### config.mk
export PLATFORM = sky130hd
export DESIGN_NAME = i2c_bitbang_master
export DESIGN_NICKNAME = d
export VERILOG_FILES = /design/src/rtl/i2cbb_pkg.sv /design/src/rtl/i2c_bitbang_master.sv
export SDC_FILE = /design/constraint.sdc
export NUM_CORES = 1
export LEC_CHECK = 0
export BUFFER_PORTS_ARGS = -buffer_cell sky130_fd_sc_hd__buf_2
export CAP_MARGIN = 20
export CORE_MARGIN = 3
export CORE_UTILIZATION = 63
export DETAILED_ROUTE_END_ITERATION = 10
export GPL_TIMING_DRIVEN = 0
export PLACE_DENSITY = 0.83
export SLEW_MARGIN = 20
export SYNTH_ARGS = -nofsm -noshare
export SYNTH_HDL_FRONTEND = slang
export SYNTH_SLANG_ARGS = --single-unit
### constraint.sdc
create_clock -name clk_i -period 5.9 [get_ports clk_i]
set_clock_uncertainty 0.05 [all_clocks]
set_input_delay 0.295 -clock clk_i [delete_from_list [all_inputs] [get_ports clk_i]]
set_output_delay 0.295 -clock clk_i [all_outputs]
set_load 0.01 [all_outputs]
### src/rtl/i2cbb_pkg.sv
// ----------------------------------------------------------------------------
// i2cbb_pkg: shared types and constants of the bit-bang I2C master
// Transaction structs, command codes, sequencer phases and timing helpers.
// ----------------------------------------------------------------------------
package i2cbb_pkg;

  localparam int unsigned BYTE_BITS = 8;
  localparam int unsigned CFG_W     = 8;
  localparam int unsigned CFG_IDX_W = 2;

  // Command codes carried in the mode field
  localparam logic [2:0] MODE_TICK  = 3'd0;
  localparam logic [2:0] MODE_START = 3'd1;
  localparam logic [2:0] MODE_STOP  = 3'd2;
  localparam logic [2:0] MODE_WRITE = 3'd3;
  localparam logic [2:0] MODE_READ  = 3'd4;

  // Timing register indexes
  localparam logic [CFG_IDX_W-1:0] CFG_HOLD  = 2'd0;
  localparam logic [CFG_IDX_W-1:0] CFG_SETUP = 2'd1;
  localparam logic [CFG_IDX_W-1:0] CFG_HALF  = 2'd2;

  localparam logic [CFG_W-1:0] HOLD_RST  = 8'd2;
  localparam logic [CFG_W-1:0] SETUP_RST = 8'd8;
  localparam logic [CFG_W-1:0] HALF_RST  = 8'd10;

  typedef enum logic [4:0] {
    PH_IDLE        = 5'd0,
    PH_S_SDA_LOW   = 5'd1,
    PH_S_SCL_LOW   = 5'd2,
    PH_P_SDA_LOW   = 5'd3,
    PH_P_SCL_HIGH  = 5'd4,
    PH_P_SDA_HIGH  = 5'd5,
    PH_W_DATA      = 5'd6,
    PH_W_SCL_HIGH  = 5'd7,
    PH_W_SCL_LOW   = 5'd8,
    PH_W_ACK_HIGH  = 5'd9,
    PH_W_ACK_LOW   = 5'd10,
    PH_R_SCL_HIGH  = 5'd11,
    PH_R_SAMPLE    = 5'd12,
    PH_R_SCL_LOW   = 5'd13,
    PH_R_ACK_DRIVE = 5'd14,
    PH_R_ACK_HIGH  = 5'd15,
    PH_R_ACK_LOW   = 5'd16
  } phase_e;

  typedef struct packed {
    logic [2:0]           mode;
    logic [BYTE_BITS-1:0] tx_byte;
    logic                 last_byte;
    logic                 sda_in;
  } tick_in_t;

  typedef struct packed {
    logic                 scl_level;
    logic                 sda_level;
    logic                 sda_enable;
    logic                 busy_res;
    logic                 done_res;
    logic [BYTE_BITS-1:0] rx_byte;
    logic                 rx_valid;
    logic [2:0]           rx_slot;
    logic                 cmd_dropped;
  } tick_out_t;

  // A zero timing register behaves as a one-tick wait
  function automatic logic [CFG_W-1:0] wait_len(input logic [CFG_W-1:0] reg_val);
    wait_len = (reg_val == '0) ? CFG_W'(1) : reg_val;
  endfunction

endpackage

### src/rtl/i2c_bitbang_master.sv
// ----------------------------------------------------------------------------
// i2c_bitbang_master: tick-driven I2C master sequencer
// Drives SCL/SDA through start, stop, byte write and byte read sequences.
// ----------------------------------------------------------------------------
// Every input transaction is one timing tick of the bus sequencer and yields
// exactly one output transaction that shows the line drive after that tick,
// plus done, busy, received-byte and dropped-command status. A tick is taken
// on each handshake: the sequencer state and the result register update
// together on the accepting edge, and a new tick is accepted while the last
// result waits as long as the output side takes it in the same cycle, so the
// stall-free rate is one transaction per clock, set by the single result
// register. Commands (start, stop, write, read) begin only while idle; one
// that arrives while an operation runs, including its final tick, is ignored
// and flagged with cmd_dropped. Mode codes 5 to 7 act as plain ticks. The
// hold, setup and half timing registers give phase lengths in ticks (zero
// counts as one) and are read when each wait begins; write them only while
// the block is idle. Write sends MSB first and clocks an ACK with SDA released
// without sampling it; read samples SDA during SCL high and answers ACK or,
// for a byte marked last, NACK. Received bytes carry a ring slot that counts
// 0 to RX_SLOTS-1 and wraps.
// ----------------------------------------------------------------------------
module i2c_bitbang_master #(
  parameter int unsigned RX_SLOTS = 6
) (
  input  logic                                 clk_i,
  input  logic                                 rst_ni,
  input  logic                                 cfg_we_i,
  input  logic [i2cbb_pkg::CFG_IDX_W-1:0]      cfg_addr_i,
  input  logic [i2cbb_pkg::CFG_W-1:0]          cfg_wdata_i,
  input  logic                                 in_valid_i,
  output logic                                 in_ready_o,
  input  i2cbb_pkg::tick_in_t                  in_i,
  output logic                                 out_valid_o,
  input  logic                                 out_ready_i,
  output i2cbb_pkg::tick_out_t                 out_o
);
  import i2cbb_pkg::*;

  localparam int unsigned RING_W = (RX_SLOTS > 1) ? $clog2(RX_SLOTS) : 1;

  // Timing registers
  logic [CFG_W-1:0] hold_q, setup_q, half_q;

  // Sequencer state
  phase_e               phase_q, phase_d;
  logic [CFG_W-1:0]     tick_q, tick_d;
  logic [3:0]           bit_q, bit_d;
  logic [BYTE_BITS-1:0] shift_q, shift_d;
  logic                 nack_q, nack_d;
  logic                 scl_q, scl_d;
  logic                 sda_q, sda_d;
  logic                 oe_q, oe_d;
  logic [RING_W-1:0]    ring_q, ring_d;

  // Result register
  tick_out_t            res_q, res_d;
  logic                 out_valid_q;

  logic                 accept;
  logic                 busy;
  logic                 is_cmd;
  logic [CFG_W-1:0]     tick_dec;
  logic                 fire;
  logic [3:0]           bit_inc;
  logic                 more_bits;
  logic [RING_W+2:0]    ring_ext;

  // Advance whenever the result register is empty or is drained this cycle
  assign in_ready_o = !out_valid_q || out_ready_i;
  assign accept     = in_valid_i && in_ready_o;

  assign busy      = (phase_q != PH_IDLE);
  assign is_cmd    = (in_i.mode == MODE_START) || (in_i.mode == MODE_STOP) ||
                     (in_i.mode == MODE_WRITE) || (in_i.mode == MODE_READ);
  assign tick_dec  = (tick_q != '0) ? tick_q - CFG_W'(1) : '0;
  assign fire      = busy && (tick_dec == '0);
  assign bit_inc   = bit_q + 4'd1;
  assign more_bits = (bit_inc < 4'(BYTE_BITS));
  assign ring_ext  = {3'b000, ring_q};

  // --------------------------------------------------------------------------
  // Next phase and wait counter
  // --------------------------------------------------------------------------
  always_comb begin
    phase_d = phase_q;
    tick_d  = tick_q;
    if (accept) begin
      if (busy) begin
        tick_d = tick_dec;
        if (fire) begin
          case (phase_q)
            PH_S_SDA_LOW: begin
              phase_d = PH_S_SCL_LOW;
              tick_d  = wait_len(half_q);
            end
            PH_P_SDA_LOW: begin
              phase_d = PH_P_SCL_HIGH;
              tick_d  = wait_len(setup_q);
            end
            PH_P_SCL_HIGH: begin
              phase_d = PH_P_SDA_HIGH;
              tick_d  = wait_len(hold_q);
            end
            PH_W_DATA: begin
              phase_d = PH_W_SCL_HIGH;
              tick_d  = wait_len(setup_q);
            end
            PH_W_SCL_HIGH: begin
              phase_d = PH_W_SCL_LOW;
              tick_d  = wait_len(half_q);
            end
            PH_W_SCL_LOW: begin
              if (more_bits) begin
                phase_d = PH_W_DATA;
                tick_d  = wait_len(hold_q);
              end else begin
                phase_d = PH_W_ACK_HIGH;
                tick_d  = wait_len(half_q);
              end
            end
            PH_W_ACK_HIGH: begin
              phase_d = PH_W_ACK_LOW;
              tick_d  = wait_len(half_q);
            end
            PH_R_SCL_HIGH: begin
              phase_d = PH_R_SAMPLE;
              tick_d  = wait_len(hold_q);
            end
            PH_R_SAMPLE: begin
              phase_d = PH_R_SCL_LOW;
              tick_d  = wait_len(setup_q);
            end
            PH_R_SCL_LOW: begin
              if (more_bits) begin
                phase_d = PH_R_SCL_HIGH;
                tick_d  = wait_len(half_q);
              end else begin
                phase_d = PH_R_ACK_DRIVE;
                tick_d  = wait_len(hold_q);
              end
            end
            PH_R_ACK_DRIVE: begin
              phase_d = PH_R_ACK_HIGH;
              tick_d  = wait_len(setup_q);
            end
            PH_R_ACK_HIGH: begin
              phase_d = PH_R_ACK_LOW;
              tick_d  = wait_len(half_q);
            end
            default: begin
              // Last step of every operation, and any stray code: go idle
              phase_d = PH_IDLE;
              tick_d  = '0;
            end
          endcase
        end
      end else if (is_cmd) begin
        case (in_i.mode)
          MODE_START: begin
            phase_d = PH_S_SDA_LOW;
            tick_d  = wait_len(half_q);
          end
          MODE_STOP: begin
            phase_d = PH_P_SDA_LOW;
            tick_d  = wait_len(hold_q);
          end
          MODE_WRITE: begin
            phase_d = PH_W_DATA;
            tick_d  = wait_len(hold_q);
          end
          default: begin
            phase_d = PH_R_SCL_HIGH;
            tick_d  = wait_len(half_q);
          end
        endcase
      end
    end
  end

  // --------------------------------------------------------------------------
  // Line drive, data path and result
  // --------------------------------------------------------------------------
  always_comb begin
    scl_d   = scl_q;
    sda_d   = sda_q;
    oe_d    = oe_q;
    shift_d = shift_q;
    bit_d   = bit_q;
    nack_d  = nack_q;
    ring_d  = ring_q;
    res_d   = '0;
    if (accept) begin
      if (busy) begin
        res_d.cmd_dropped = is_cmd;
        if (fire) begin
          case (phase_q)
            PH_S_SDA_LOW: sda_d = 1'b0;
            PH_S_SCL_LOW: begin
              scl_d          = 1'b0;
              res_d.done_res = 1'b1;
            end
            PH_P_SDA_LOW: begin
              oe_d  = 1'b1;
              sda_d = 1'b0;
            end
            PH_P_SCL_HIGH: scl_d = 1'b1;
            PH_P_SDA_HIGH: begin
              sda_d          = 1'b1;
              res_d.done_res = 1'b1;
            end
            PH_W_DATA: begin
              sda_d   = shift_q[BYTE_BITS-1];
              shift_d = {shift_q[BYTE_BITS-2:0], 1'b0};
            end
            PH_W_SCL_HIGH: scl_d = 1'b1;
            PH_W_SCL_LOW: begin
              scl_d = 1'b0;
              bit_d = bit_inc;
              if (!more_bits) begin
                oe_d = 1'b0;
              end
            end
            PH_W_ACK_HIGH: scl_d = 1'b1;
            PH_W_ACK_LOW: begin
              scl_d          = 1'b0;
              res_d.done_res = 1'b1;
            end
            PH_R_SCL_HIGH: scl_d = 1'b1;
            PH_R_SAMPLE: shift_d = {shift_q[BYTE_BITS-2:0], in_i.sda_in};
            PH_R_SCL_LOW: begin
              scl_d = 1'b0;
              bit_d = bit_inc;
            end
            PH_R_ACK_DRIVE: begin
              oe_d  = 1'b1;
              sda_d = nack_q;
            end
            PH_R_ACK_HIGH: scl_d = 1'b1;
            PH_R_ACK_LOW: begin
              scl_d          = 1'b0;
              res_d.rx_byte  = shift_q;
              res_d.rx_valid = 1'b1;
              res_d.rx_slot  = ring_ext[2:0];
              res_d.done_res = 1'b1;
              ring_d = (ring_q == RING_W'(RX_SLOTS - 1)) ? '0 : ring_q + RING_W'(1);
            end
            default: ;
          endcase
        end
      end else if (is_cmd) begin
        bit_d = '0;
        case (in_i.mode)
          MODE_START: begin
            scl_d = 1'b1;
            sda_d = 1'b1;
            oe_d  = 1'b1;
          end
          MODE_STOP: ;
          MODE_WRITE: begin
            oe_d    = 1'b1;
            shift_d = in_i.tx_byte;
          end
          default: begin
            oe_d    = 1'b0;
            shift_d = '0;
            nack_d  = in_i.last_byte;
          end
        endcase
      end
    end
    res_d.scl_level  = scl_d;
    res_d.sda_level  = sda_d;
    res_d.sda_enable = oe_d;
    res_d.busy_res   = (phase_d != PH_IDLE);
  end

  // Timing registers: hold the reset timing until written
  always_ff @(posedge clk_i or negedge rst_ni) begin
    if (!rst_ni) begin
      hold_q  <= HOLD_RST;
      setup_q <= SETUP_RST;
      half_q  <= HALF_RST;
    end else if (cfg_we_i) begin
      case (cfg_addr_i)
        CFG_HOLD:  hold_q  <= cfg_wdata_i;
        CFG_SETUP: setup_q <= cfg_wdata_i;
        CFG_HALF:  half_q  <= cfg_wdata_i;
        default: ;
      endcase
    end
  end

  // Sequencer state
  always_ff @(posedge clk_i or negedge rst_ni) begin
    if (!rst_ni) begin
      phase_q <= PH_IDLE;
      tick_q  <= '0;
      bit_q   <= '0;
      shift_q <= '0;
      nack_q  <= 1'b0;
      scl_q   <= 1'b1;
      sda_q   <= 1'b1;
      oe_q    <= 1'b0;
      ring_q  <= '0;
    end else begin
      phase_q <= phase_d;
      tick_q  <= tick_d;
      bit_q   <= bit_d;
      shift_q <= shift_d;
      nack_q  <= nack_d;
      scl_q   <= scl_d;
      sda_q   <= sda_d;
      oe_q    <= oe_d;
      ring_q  <= ring_d;
    end
  end

  // Result register: load on accept, drop valid once taken
  always_ff @(posedge clk_i or negedge rst_ni) begin
    if (!rst_ni) begin
      out_valid_q <= 1'b0;
    end else if (accept) begin
      out_valid_q <= 1'b1;
    end else if (out_ready_i) begin
      out_valid_q <= 1'b0;
    end
  end

  always_ff @(posedge clk_i) begin
    if (accept) begin
      res_q <= res_d;
    end
  end

  assign out_valid_o = out_valid_q;
  assign out_o       = res_q;

endmodule

**After elaboration in Yosys (flattened, before gate mapping)**

Index checks and enable logic that the tools add are counted.

- Add/subtract/negate cells: 3
- Order comparisons: 1
- Equal/unequal tests: 27
- Mux-type cells: 52
- Bitwise gates (word level): 2
- Reductions and logical operators: 40

Operator list:

| kind | number |
|---|---|
| 8-bit two-way mux | 13 |
| 5-bit one-hot mux with 12 select lines | 1 |
| 5-bit by 4-bit == test with 1-bit output, second input constant | 8 |
| 8-bit one-hot mux with 5 select lines | 1 |
| 8-bit logical NOT | 4 |
| 8-bit one-hot mux with 2 select lines | 2 |
| 4-bit two-way mux | 6 |
| 5-bit by 3-bit == test with 1-bit output, second input constant | 4 |
| 5-bit two-way mux | 4 |
| 1-bit two-way mux | 18 |
| 2-bit OR reduction | 7 |
| 4-bit one-hot mux with 3 select lines | 1 |
| 4-bit AND reduction | 3 |
| 4-bit OR reduction | 3 |
| 5-bit by 2-bit == test with 1-bit output, second input constant | 2 |
| 2-bit AND reduction | 5 |
| 5-bit nonzero test | 2 |
| 5-bit OR reduction | 2 |
| 8-bit nonzero test | 1 |
| 8-bit by 1-bit subtractor with 8-bit output, second input constant | 1 |
| 3-bit by 2-bit == test with 1-bit output, second input constant | 2 |
| 3-bit == test, second input constant | 2 |
| 3-bit two-way mux | 2 |
| 1-bit one-hot mux with 2 select lines | 3 |
| 21 further kinds | 28 |

- Bits in registers: 75
- Bits of input ports: 28
- Output and inout port bits: 20
- Logic and storage cells: 147

**Depth between registers and ports, before layout**

Gate-level depths: netlist of the first run.

- Depth in word-level cells: 8
- Gate-level depth with buffers: 11
- Depth with buffers taken out: 9

**Least setup slack after synthesis of the first run**

OpenSTA, ideal clock, no wires.

- Path kind: register -> register
- From: register tick_q[0]
- To: register res_q (netlist bit out_o[14]), data pin
- Setup time: 0.272 ns
- Arrival: 2.663 ns
- Data required time: 5.578 ns
- Path slack: 2.915 ns
- Cell stages (with the launch flop): 11
- Path buffers: 1
- Clock period less this slack: 2.985 ns
- Cells stage by stage: dfrtp_1 > buf_4 > inv_1 > ha_1 > o211a_1 > a22oi_2 > a211o_1 > a21oi_4 > mux2_2 > or3b_1 > or4_1

RTL lines:

| what | RTL line | source |
|---|---|---|
| from (decl) | i2c_bitbang_master.sv:46 | `logic [CFG_W-1:0] tick_q, tick_d;` |
| from (signal assigned) | i2c_bitbang_master.sv:307 | `tick_q <= tick_d;` |
| to (signal assigned) | i2c_bitbang_master.sv:331 | `res_q <= res_d;` |
| to (decl) | i2c_bitbang_master.sv:56 | `tick_out_t res_q, res_d;` |

==> results.toml, run 1 <==
[critical_path]
crit_chain = "buf_4, inv_1, ha_1, o211a_1, a22oi_2, a211o_1, a21oi_4, mux2_2, or3b_1, or4_1"
critical_path.startpoint_type = "flip-flop"
r2r.worst_path.cells = 10
worst_path_largest_cell_delay_ns = 0.40
required_ns = 5.94
path_max_fanout = 9
crit_path_top_delay_cell = "sky130_fd_sc_hd__or4_1"
worst_setup_path_end_kind = "flip-flop"
cp_data_arrival_time_ns = 3.35
critPathKind = "flip-flop to flip-flop"

[routing]
drt_wirelength_mm = 10.7
route.detailed.vias_per_inst = 6.57
vias = 3607
drc = 0
drtIter0Drc = 276
route.detailed.wl_per_inst_um = 19.6
final_antenna_net_count = 0
drtPass1Iterations = 6

[power_and_ir_drop]
p_comb_share_pct = 19.7
clock_network_power_share_pct = 31.3
p_int_mw = 0.898
power_frac_seq_pct = 49.1
p_switching_mw = 0.387
vdd_ir_drop_max_uv = 265
sw_frac_of_total_pct = 30.1
fin_total_pwr_mw = 1.29
p_leak_nw = 2.03
power_density_nw_per_um2 = 270

[grt]
grt_pass1_wl_mm = 17.0
first_global_vias = 3486
grt_start_max_net_pins = 58
overflow_left_after_global_routing = 0
global_route.usage.total_pct = 28.9
grt_antenna_before_repair = 0

[sta]
post-route-period-util_pct = 56.1
finalSetupTns_ns = 0
fmax_mhz = 302
timing.slew.headroom_pct = 34.7
finalHoldViolCount = 0
grt_setup_unrepaired = "no"
fin_crit_ns = 3.31
report.final.slew_viol_count = 0
count_of_endpoints_failing_setup_in_the_final_report = 0
tightest_slew_ns = 0.972
timing.hold.ws_ns = 0.0918

[floorplanning]
die-height_um = 87.8
initial_utilization_pct = 65.6
die_area_um2 = 7710
die_width_um = 87.8
ioPinCount = 48
placement_rows = 29
fp.coreArea_um2 = 6420

[synthesis]
synth.lib_cells_used.distinct = 68
synth-seq-cells = 75
synth_warnings = 0
total_nets_after_synthesis = 439
synth-seq-area-share_pct = 46.8
synth_area_um2 = 4220
synth-main-ff-cell = "sky130_fd_sc_hd__dfrtp_1"
count_of_flip_flops_with_a_built_in_enable_after_synthesis = 18
syn_inst = 408
synth-async-reset-ratio_pct = 76.0
synth.avg_cell_area_um2 = 10.3

[worst_hold_path]
holdCritPathClass = "input port to flip-flop"
min_path_cells = 2

[layout]
antenna-diode-count = 0
num-nets-final = 498
multi_input_comb_area_um2 = 2100
ff_latch_area_um2 = 1970
post_route_cells_drive_above_1_share_pct = 25.2
num-fill-cells = 464
final_core_utilization_pct = 74.2
area_delta_synth_final_pct = 13.0

[cts]
clockBufferDepth = 2
setup_fix_buffers_added_after_clock_tree_synthesis = 0
ctsRootBufferMaster = "sky130_fd_sc_hd__clkbuf_8"
path_clk_slew_ns = 0.08
cts_tree = "done"
h_tree_depth = 3
clk_latency_ns = 0.35
clock_sink_count = 75
numCtsBuffers = 9

[status]
outcome = "completed"

[run]
timing.max_cap.violations = 0

[placed_design]
finalWeightedCongestion = 0.973
dp_hpwl_mm = 7.55
numPortBuffers = 47
[metrics by stage]
step	std cells	worst slack, ns	area, um^2
3_3_place_gp	532	2.67	4550
5_1_grt	549	2.46	4760
6_report	549	2.59	4760
3_5_place_dp	532	2.66	4550
2_1_floorplan	408	2.92	4220
4_1_cts	549	2.63	4760
[synth_stat cells, types with 4 or more instances]
library cell               count  area (um^2)
sky130_fd_sc_hd__a21o_1        4         30.0
sky130_fd_sc_hd__a21oi_1      16         80.1
sky130_fd_sc_hd__a222oi_1      7         70.1
sky130_fd_sc_hd__a22o_1        9         78.8
sky130_fd_sc_hd__a31oi_1       6         37.5
sky130_fd_sc_hd__and2_1       15         93.8
sky130_fd_sc_hd__buf_2         4         20.0
sky130_fd_sc_hd__clkbuf_1     13         48.8
sky130_fd_sc_hd__dfrtp_1      51         1280
sky130_fd_sc_hd__dfstp_2       6          158
sky130_fd_sc_hd__edfxtp_1     18          541
sky130_fd_sc_hd__inv_1        11         41.3
sky130_fd_sc_hd__mux2_1        5         56.3
sky130_fd_sc_hd__mux2_2       33          372
sky130_fd_sc_hd__mux2i_1       8         80.1
sky130_fd_sc_hd__nand2_1      31          116
sky130_fd_sc_hd__nand2b_1      6         37.5
sky130_fd_sc_hd__nand3_1      10         50.1
sky130_fd_sc_hd__nor2_1       30          113
sky130_fd_sc_hd__nor2b_1       6         37.5
sky130_fd_sc_hd__nor3_1       12         60.1
sky130_fd_sc_hd__nor4_1        4         25.0
sky130_fd_sc_hd__o21ai_0      21          105
sky130_fd_sc_hd__o21ai_1       7         35.0
sky130_fd_sc_hd__o221ai_1      4         35.0
sky130_fd_sc_hd__o22ai_1       5         31.3
sky130_fd_sc_hd__or4_1         4         30.0
sky130_fd_sc_hd__xnor2_1       5         43.8
[state kept, by name, indices dropped and copies added (netlist names)]
signal / flops
setup_q: 8
nack_q: 1
phase_q: 5
tick_q: 8
out_valid_o: 1
sda_q: 1
hold_q: 8
ring_q: 3
shift_q: 8
out_o: 18
bit_q: 4
half_q: 8
scl_q: 1
oe_q: 1
[cells by family after synthesis]
| kind of cell | share of synthesized area (%) |
|---|---|
| flops | 46.8 |
| xor+xnor | 1.45 |
| mux | 12.1 |
| simple gates | 16.4 |
| compound gates | 18.9 |
| buf+inv | 3.50 |
| fa+ha+maj | 0.891 |
[worst paths after layout]
kind / start / endpoint / slack [ns]
worst max-delay path: tick_q[0]$_DFFE_PN0P_ / out_o[14]$_DFFE_PP_ / 2.59
worst min-delay path: in_valid_i / out_valid_o$_DFFE_PN0P_ / 0.09
worst max register to register: tick_q[0]$_DFFE_PN0P_ / out_o[14]$_DFFE_PP_ / 2.59
worst min register to register: nack_q$_DFFE_PN0P_ / nack_q$_DFFE_PN0P_ / 0.47
max in group asynchronous: rst_ni / shift_q[0]$_DFFE_PN0P_ / 4.80
min in group asynchronous: rst_ni / shift_q[4]$_DFFE_PN0P_ / 0.50
[what timing repair did]
action	in CTS	in global routing
endpoints found under the hold margin	51	0
gates resized for setup	0	0
hold buffers	1	0
[cell usage in the layout (no fill, tap or decap), types with 8 or more instances in the layout]
master and n:
sky130_fd_sc_hd__clkbuf_1 13, sky130_fd_sc_hd__mux2i_1 8, sky130_fd_sc_hd__a21oi_1 16, sky130_fd_sc_hd__clkbuf_8 9, sky130_fd_sc_hd__buf_2 50, sky130_fd_sc_hd__nand2_1 31, sky130_fd_sc_hd__dfrtp_1 51, sky130_fd_sc_hd__nand3_1 10
sky130_fd_sc_hd__nor2_1 30, sky130_fd_sc_hd__inv_1 11, sky130_fd_sc_hd__a22o_1 9, sky130_fd_sc_hd__edfxtp_1 18, sky130_fd_sc_hd__nor3_1 12, sky130_fd_sc_hd__mux2_2 33, sky130_fd_sc_hd__o21ai_0 21, sky130_fd_sc_hd__and2_1 15
[routing by layer]
layer / vias up / GRT usage, % / share of wire (%)
met1: 1744 / 37.8 / 42
met5: - / 0 / 0
li1: 1657 / - / -
met4: 0 / 13.4 / 2.6
met2: 179 / 46.8 / 49
met3: 27 / 5.27 / 7.0
[power by group through the flow]
stage,logic (mW),clock network (mW),registers (mW)
2_1_floorplan,0.180,0,0.628
3_3_place_gp,0.241,0,0.637
3_5_place_dp,0.247,0,0.640
4_1_cts,0.250,0.405,0.629
5_1_grt,0.278,0.426,0.636
6_report,0.253,0.402,0.631
[worst max-delay path, delay by kind of cell (launching register included)]
family	cells	cell delay, ns
AO/OA/AOI/OAI	4	0.94
AND/OR/NAND/NOR	2	0.75
multiplexers	1	0.38
flip-flops	1	0.37
adder cells (fa/ha/maj)	1	0.30
buffers and inverters	2	0.26
[final cells by class]
class                      instances  share of cell area (%)
tap                               77                    2.02
clock inverter                     7                    1.58
timing repair buffer              48                    5.20
buffer                            22                    2.23
clock buffer                       9                    2.60
sequential                        75                    41.4
multi-input combinational        300                    44.1
inverter                          11                   0.867
(Power assumes the default switching activity.)
==> run 2: changes to the inputs <==
--- a/config.mk
+++ b/config.mk
@@ -8,10 +8,10 @@
 export BUFFER_PORTS_ARGS = -buffer_cell sky130_fd_sc_hd__buf_2
 export CAP_MARGIN = 20
 export CORE_MARGIN = 3
-export CORE_UTILIZATION = 63
+export CORE_UTILIZATION = 53
 export DETAILED_ROUTE_END_ITERATION = 10
 export GPL_TIMING_DRIVEN = 0
-export PLACE_DENSITY = 0.83
+export PLACE_DENSITY = 0.74
 export SLEW_MARGIN = 20
 export SYNTH_ARGS = -nofsm -noshare
 export SYNTH_HDL_FRONTEND = slang
==> constraint.sdc (replaced) <==
create_clock -name clk_i -period 2.7 [get_ports clk_i]
set_clock_uncertainty 0.05 [all_clocks]
set_input_delay 0.135 -clock clk_i [delete_from_list [all_inputs] [get_ports clk_i]]
set_output_delay 0.135 -clock clk_i [all_outputs]
set_load 0.01 [all_outputs]
==> run 2 against run 1 <==
  * The run now ends with negative setup slack left
  * Sequential power increased by 120%
  * Maximum frequency is 14% higher
  * First-iteration DRC count up 30%
  * Critical path type unchanged
  * Largest cell class unchanged
  * Largest power group unchanged
  * Highest routed layer unchanged
==> results.toml, run 2 (same netlist as run 1, synthesis figures left out) <==
[status]
outcome = "finished with violations"
violations = "negative setup slack"

[routing]
drtIter0Drc = 358
final_antenna_net_count = 0
route.detailed.vias_per_inst = 6.22
drt_wirelength_mm = 10.9
route.detailed.wl_per_inst_um = 18.6
vias = 3644
drc = 0
drtPass1Iterations = 6

[grt]
grt_antenna_before_repair = 0
first_global_vias = 3447
grt_pass1_wl_mm = 17.8
grt_start_max_net_pins = 58
global_route.usage.total_pct = 25.7
overflow_left_after_global_routing = 0

[critical_path]
required_ns = 2.74
setup.worst_path.start = "tick_q[1]$_DFFE_PN0P_"
worst_r2r_dst = "out_o[14]$_DFFE_PP_"
worstReg2RegStart = "tick_q[1]$_DFFE_PN0P_"
timing.reg2reg.setup_slack_ns = -0.20
critical_path.startpoint_type = "flip-flop"
cp_data_arrival_time_ns = 2.93
path_max_fanout = 5
worst_setup_path_end_kind = "flip-flop"
r2r.worst_path.cells = 10
critPathKind = "flip-flop to flip-flop"

[worst_hold_path]
min_path_cells = 2
holdCritPathClass = "input port to flip-flop"
whs_endpoint = "setup_q[1]$_DFFE_PN0P_"
min-delay-start = "cfg_wdata_i[1]"

[sta]
report.final.slew_viol_count = 0
post-route-period-util_pct = 107
finalHoldViolCount = 0
fmax_mhz = 345
fin_crit_ns = 2.90
count_of_endpoints_failing_setup_in_the_final_report = 1
tightest_slew_ns = 0.967
timing.final.ws_setup_ns = -0.195
timing.hold.ws_ns = 0.0209
grt_setup_unrepaired = "yes"
timing.slew.headroom_pct = 35.5
finalSetupTns_ns = -0.195

[cts]
cts_tree = "done"
ctsRootBufferMaster = "sky130_fd_sc_hd__clkbuf_8"
clockBufferDepth = 2
h_tree_depth = 3
clock_sink_count = 75
numCtsBuffers = 9
path_clk_slew_ns = 0.08
clk_latency_ns = 0.35

[layout]
post_route_cells_drive_above_1_share_pct = 29.2
area_delta_synth_final_pct = 20.5
multi_input_comb_area_um2 = 2220
num-nets-final = 513
antenna-diode-count = 0
ff_latch_area_um2 = 1970
mostFrequentLayoutCell = "sky130_fd_sc_hd__dfrtp_1"
largest_reg_flops = 18
num-fill-cells = 597
mostFrequentLayoutCells = "51 x sky130_fd_sc_hd__dfrtp_1, 50 x sky130_fd_sc_hd__buf_2, 32 x sky130_fd_sc_hd__mux2_2"

[floorplanning]
initial_utilization_pct = 56.3
die_area_um2 = 9060
die_width_um = 95.2
fp.coreArea_um2 = 7490
placement_rows = 31
die-height_um = 95.2
ioPinCount = 48

[placed_design]
placement.setup.worst_slack_ns = -0.297
numPortBuffers = 47
dp_hpwl_mm = 7.55
finalWeightedCongestion = 0.956

[power_and_ir_drop]
vdd_ir_drop_max_uv = 416
p_leak_nw = 2.17
power_density_nw_per_um2 = 571

[run]
timing.max_cap.violations = 0
[run 2: repair_timing]
item / 4_1_cts / 5_1_grt
buffers inserted: 8 / 0
hold endpoints to repair: 69 / 0
setup endpoints to repair: 24 / 23
pin swaps: 4 / 3
gates resized for setup: 6 / 14
hold buffers: 10 / 0
cloned: 0 / 0
[run 2: per-stage QoR]
step	area (um^2)	std cells	power, mW	util (%)
final	5080	586	2.90	67.9
after global placement	4600	554	1.94	61.4
after floorplan	4240	408	1.79	-
after CTS	5000	587	2.88	66.8
after detailed placement	4610	554	1.96	61.5
after global routing	5080	586	3.04	67.9
[run 2: worst max path at each step]
stage / depth (start not counted) / slack (ns) / to
after floorplan: 10 / -0.11 / out_o[14]$_DFFE_PP_
after global placement: 10 / -0.29 / out_o[14]$_DFFE_PP_
after detailed placement: 10 / -0.30 / out_o[14]$_DFFE_PP_
after CTS: 10 / -0.20 / out_o[14]$_DFFE_PP_
after global routing: 10 / -0.29 / out_o[14]$_DFFE_PP_
final: 10 / -0.20 / out_o[14]$_DFFE_PP_
[run 2: area by class of cell]
class	instances	share of cell area, %
multi-input combinational	300	43.8
sequential	75	38.9
timing repair buffer	65	7.83
clock buffer	12	3.50
tap	99	2.44
buffer	20	2.07
inverter	11	0.911
clock inverter	4	0.591
[run 2: per-layer routing]
layer | global-route usage, % | share of wire (%) | up-vias
met2 | 40.9 | 48 | 148
met4 | 6.01 | 1.1 | 0
li1 | - | - | 1681
met3 | 4.66 | 6.1 | 16
met1 | 36.5 | 45 | 1799
met5 | 0 | 0 | -
[run 2: worst max-delay path, stage by stage, from the launching register on]
cell,delay [ns]
sky130_fd_sc_hd__dfrtp_1,0.38
sky130_fd_sc_hd__buf_6,0.13
sky130_fd_sc_hd__inv_4,0.06
sky130_fd_sc_hd__ha_4,0.16
sky130_fd_sc_hd__o211a_1,0.17
sky130_fd_sc_hd__a22oi_2,0.06
sky130_fd_sc_hd__a211o_1,0.37
sky130_fd_sc_hd__a21oi_4,0.20
sky130_fd_sc_hd__mux2_4,0.32
sky130_fd_sc_hd__or3b_1,0.34
sky130_fd_sc_hd__or4_1,0.40
[run 2: report_power, final]
part	total [mW]	internal (mW)	switching, mW
Sequential	1.38	1.28	0.0960
Combinational	0.636	0.303	0.333
Clock	0.886	0.450	0.437
Total	2.90	2.03	0.866
==> run 3: changes to the inputs <==
--- a/config.mk
+++ b/config.mk
@@ -7,6 +7,7 @@
 export LEC_CHECK = 0
 export BUFFER_PORTS_ARGS = -buffer_cell sky130_fd_sc_hd__buf_2
 export CAP_MARGIN = 20
+export CORE_ASPECT_RATIO = 0.7
 export CORE_MARGIN = 3
 export CORE_UTILIZATION = 53
 export DETAILED_ROUTE_END_ITERATION = 10
==> run 3 against run 2 <==
  * The run still ends with negative setup slack left
  * Worst hold slack got worse by 0.011 ns
  * Die area rose by 0.19%
  * Maximum frequency down 2.1%
  * Core utilization grew 1.0 points
  * Final area is 1.9% higher
  * Sequential cell count is the same
  * Total power is 13% higher
  * Combinational power up 2%
  * Sequential share of layout area down 0.73 points
  * Final cell count shrank 0.51%
==> results.toml, run 3 (same netlist as run 1, synthesis figures left out) <==
[sta]
fmax_mhz = 338
finalHoldViolCount = 0
count_of_endpoints_failing_setup_in_the_final_report = 1
tightest_slew_ns = 0.943
fin_crit_ns = 2.96
report.final.slew_viol_count = 0
grt_setup_unrepaired = "yes"
timing.final.ws_setup_ns = -0.259
timing.slew.headroom_pct = 37.0
finalSetupTns_ns = -0.259
post-route-period-util_pct = 110

[cts]
clockBufferDepth = 2
numCtsBuffers = 9
ctsRootBufferMaster = "sky130_fd_sc_hd__clkbuf_16"
h_tree_depth = 3
cts_tree = "done"
path_clk_slew_ns = 0.06
clk_latency_ns = 0.34
clock_sink_count = 75

[critical_path]
cp_data_arrival_time_ns = 2.98
worst_setup_path_end_kind = "flip-flop"
worst_r2r_dst = "out_o[14]$_DFFE_PP_"
worstReg2RegStart = "tick_q[1]$_DFFE_PN0P_"
timing.reg2reg.setup_slack_ns = -0.26
required_ns = 2.72
path_max_fanout = 3
r2r.worst_path.cells = 9
critical_path.startpoint_type = "flip-flop"
critPathKind = "flip-flop to flip-flop"

[placed_design]
placement.setup.worst_slack_ns = -0.376
finalWeightedCongestion = 0.964
numPortBuffers = 47
dp_hpwl_mm = 8.10
dp_cells = 553

[layout]
final_cell_count_no_fill = 583
antenna-diode-count = 0
num-nets-final = 511
area_delta_synth_final_pct = 22.8
largest_reg_flops = 18
post_route_cells_drive_above_1_share_pct = 31.3
mostFrequentLayoutCells = "51 x sky130_fd_sc_hd__buf_2, 51 x sky130_fd_sc_hd__dfrtp_1, 32 x sky130_fd_sc_hd__mux2_2"

[routing]
drtPass1Iterations = 6
drc = 0
route.detailed.wl_per_inst_um = 19.6
drtIter0Drc = 487
route.detailed.vias_per_inst = 6.17
drt_wirelength_mm = 11.4
vias = 3596
final_antenna_net_count = 0

[power_and_ir_drop]
power_frac_seq_pct = 42.4
p_int_mw = 2.37
clock_network_power_share_pct = 37.9
power_density_nw_per_um2 = 635
p_switching_mw = 0.912
vdd_ir_drop_max_uv = 634
p_leak_nw = 2.21
sw_frac_of_total_pct = 27.8
p_comb_share_pct = 19.7

[status]
violations = "negative setup slack"
outcome = "finished with violations"

[grt]
overflow_left_after_global_routing = 0
grt_pass1_wl_mm = 18.0
grt_antenna_before_repair = 0
first_global_vias = 3393
global_route.usage.total_pct = 25.7
grt_start_max_net_pins = 58

[floorplanning]
ioPinCount = 48
die-height_um = 80.6
die_width_um = 113
fp.coreArea_um2 = 7510
initial_utilization_pct = 56.1
placement_rows = 26
die_area_um2 = 9080

[worst_hold_path]
holdCritPathClass = "input port to flip-flop"
min-delay-start = "cfg_wdata_i[7]"
whs_endpoint = "setup_q[7]$_DFFE_PN0P_"
min_path_cells = 2

[run]
timing.max_cap.violations = 0
-- run 3: worst max path at each step --
stage / slack (ns) / endpoint / from / depth (start not counted)
floorplan: -0.11 / out_o[14]$_DFFE_PP_ / tick_q[0]$_DFFE_PN0P_ / 10
CTS: -0.26 / out_o[14]$_DFFE_PP_ / tick_q[1]$_DFFE_PN0P_ / 10
finish: -0.26 / out_o[14]$_DFFE_PP_ / tick_q[1]$_DFFE_PN0P_ / 9
global route: -0.32 / out_o[14]$_DFFE_PP_ / tick_q[1]$_DFFE_PN0P_ / 9
detailed placement: -0.38 / out_o[14]$_DFFE_PP_ / tick_q[1]$_DFFE_PN0P_ / 10
global placement: -0.35 / out_o[14]$_DFFE_PP_ / tick_q[0]$_DFFE_PN0P_ / 10
-- run 3: worst max-delay path, cell delays in order, from the launching register on --
cell	delay (ns)
sky130_fd_sc_hd__dfrtp_1	0.37
sky130_fd_sc_hd__buf_6	0.13
sky130_fd_sc_hd__buf_4	0.13
sky130_fd_sc_hd__nor4_4	0.22
sky130_fd_sc_hd__a22oi_2	0.13
sky130_fd_sc_hd__a211o_1	0.33
sky130_fd_sc_hd__a21oi_4	0.24
sky130_fd_sc_hd__mux2_4	0.33
sky130_fd_sc_hd__or3b_1	0.35
sky130_fd_sc_hd__or4_1	0.41
-- run 3: metal layers --
layer	GRT usage, %	part of all wire (%)
met5	0	0
met4	5.40	1.2
met2	35.4	41
met1	38.9	48
met3	8.73	9.5
-- run 3: timing repair --
item / CTS / global route
buffers inserted: 7 / 6
hold buffers: 3 / 0
pin swaps: 7 / 6
endpoints found under the hold margin: 53 / 0
endpoints found under the setup margin: 23 / 17
gates resized for setup: 7 / 22
-- run 3: stage by stage --
stage | hold slack [ns] | total power [mW] | util, % | cell area [um^2]
3_5_place_dp | 0.202 | 1.97 | 61.3 | 4610
2_1_floorplan | -0.211 | 1.79 | - | 4240
6_report | 0.00979 | 3.29 | 68.9 | 5180
4_1_cts | 0.00774 | 3.26 | 67.1 | 5040
5_1_grt | 0.0109 | 3.42 | 68.9 | 5180
3_3_place_gp | 0.295 | 1.96 | 61.2 | 4600
-- run 3: area by class of cell --
| cell class | instances | area, um^2 |
|---|---|---|
| fill | 577 | 2340 |
| sequential | 75 | 1970 |
| buffer | 20 | 108 |
| timing repair buffer | 63 | 365 |
| clock buffer | 14 | 307 |
| clock inverter | 2 | 13.8 |
| inverter | 11 | 46.3 |
| tap | 98 | 123 |
| multi-input combinational | 300 | 2240 |
-- run 3: power groups by stage --
| stage | combinational [mW] | clock [mW] | sequential (mW) |
|---|---|---|---|
| 2_1_floorplan | 0.415 | 0 | 1.37 |
| 3_3_place_gp | 0.562 | 0 | 1.39 |
| 3_5_place_dp | 0.573 | 0 | 1.40 |
| 4_1_cts | 0.619 | 1.25 | 1.38 |
| 5_1_grt | 0.702 | 1.31 | 1.41 |
| 6_report | 0.646 | 1.25 | 1.39 |
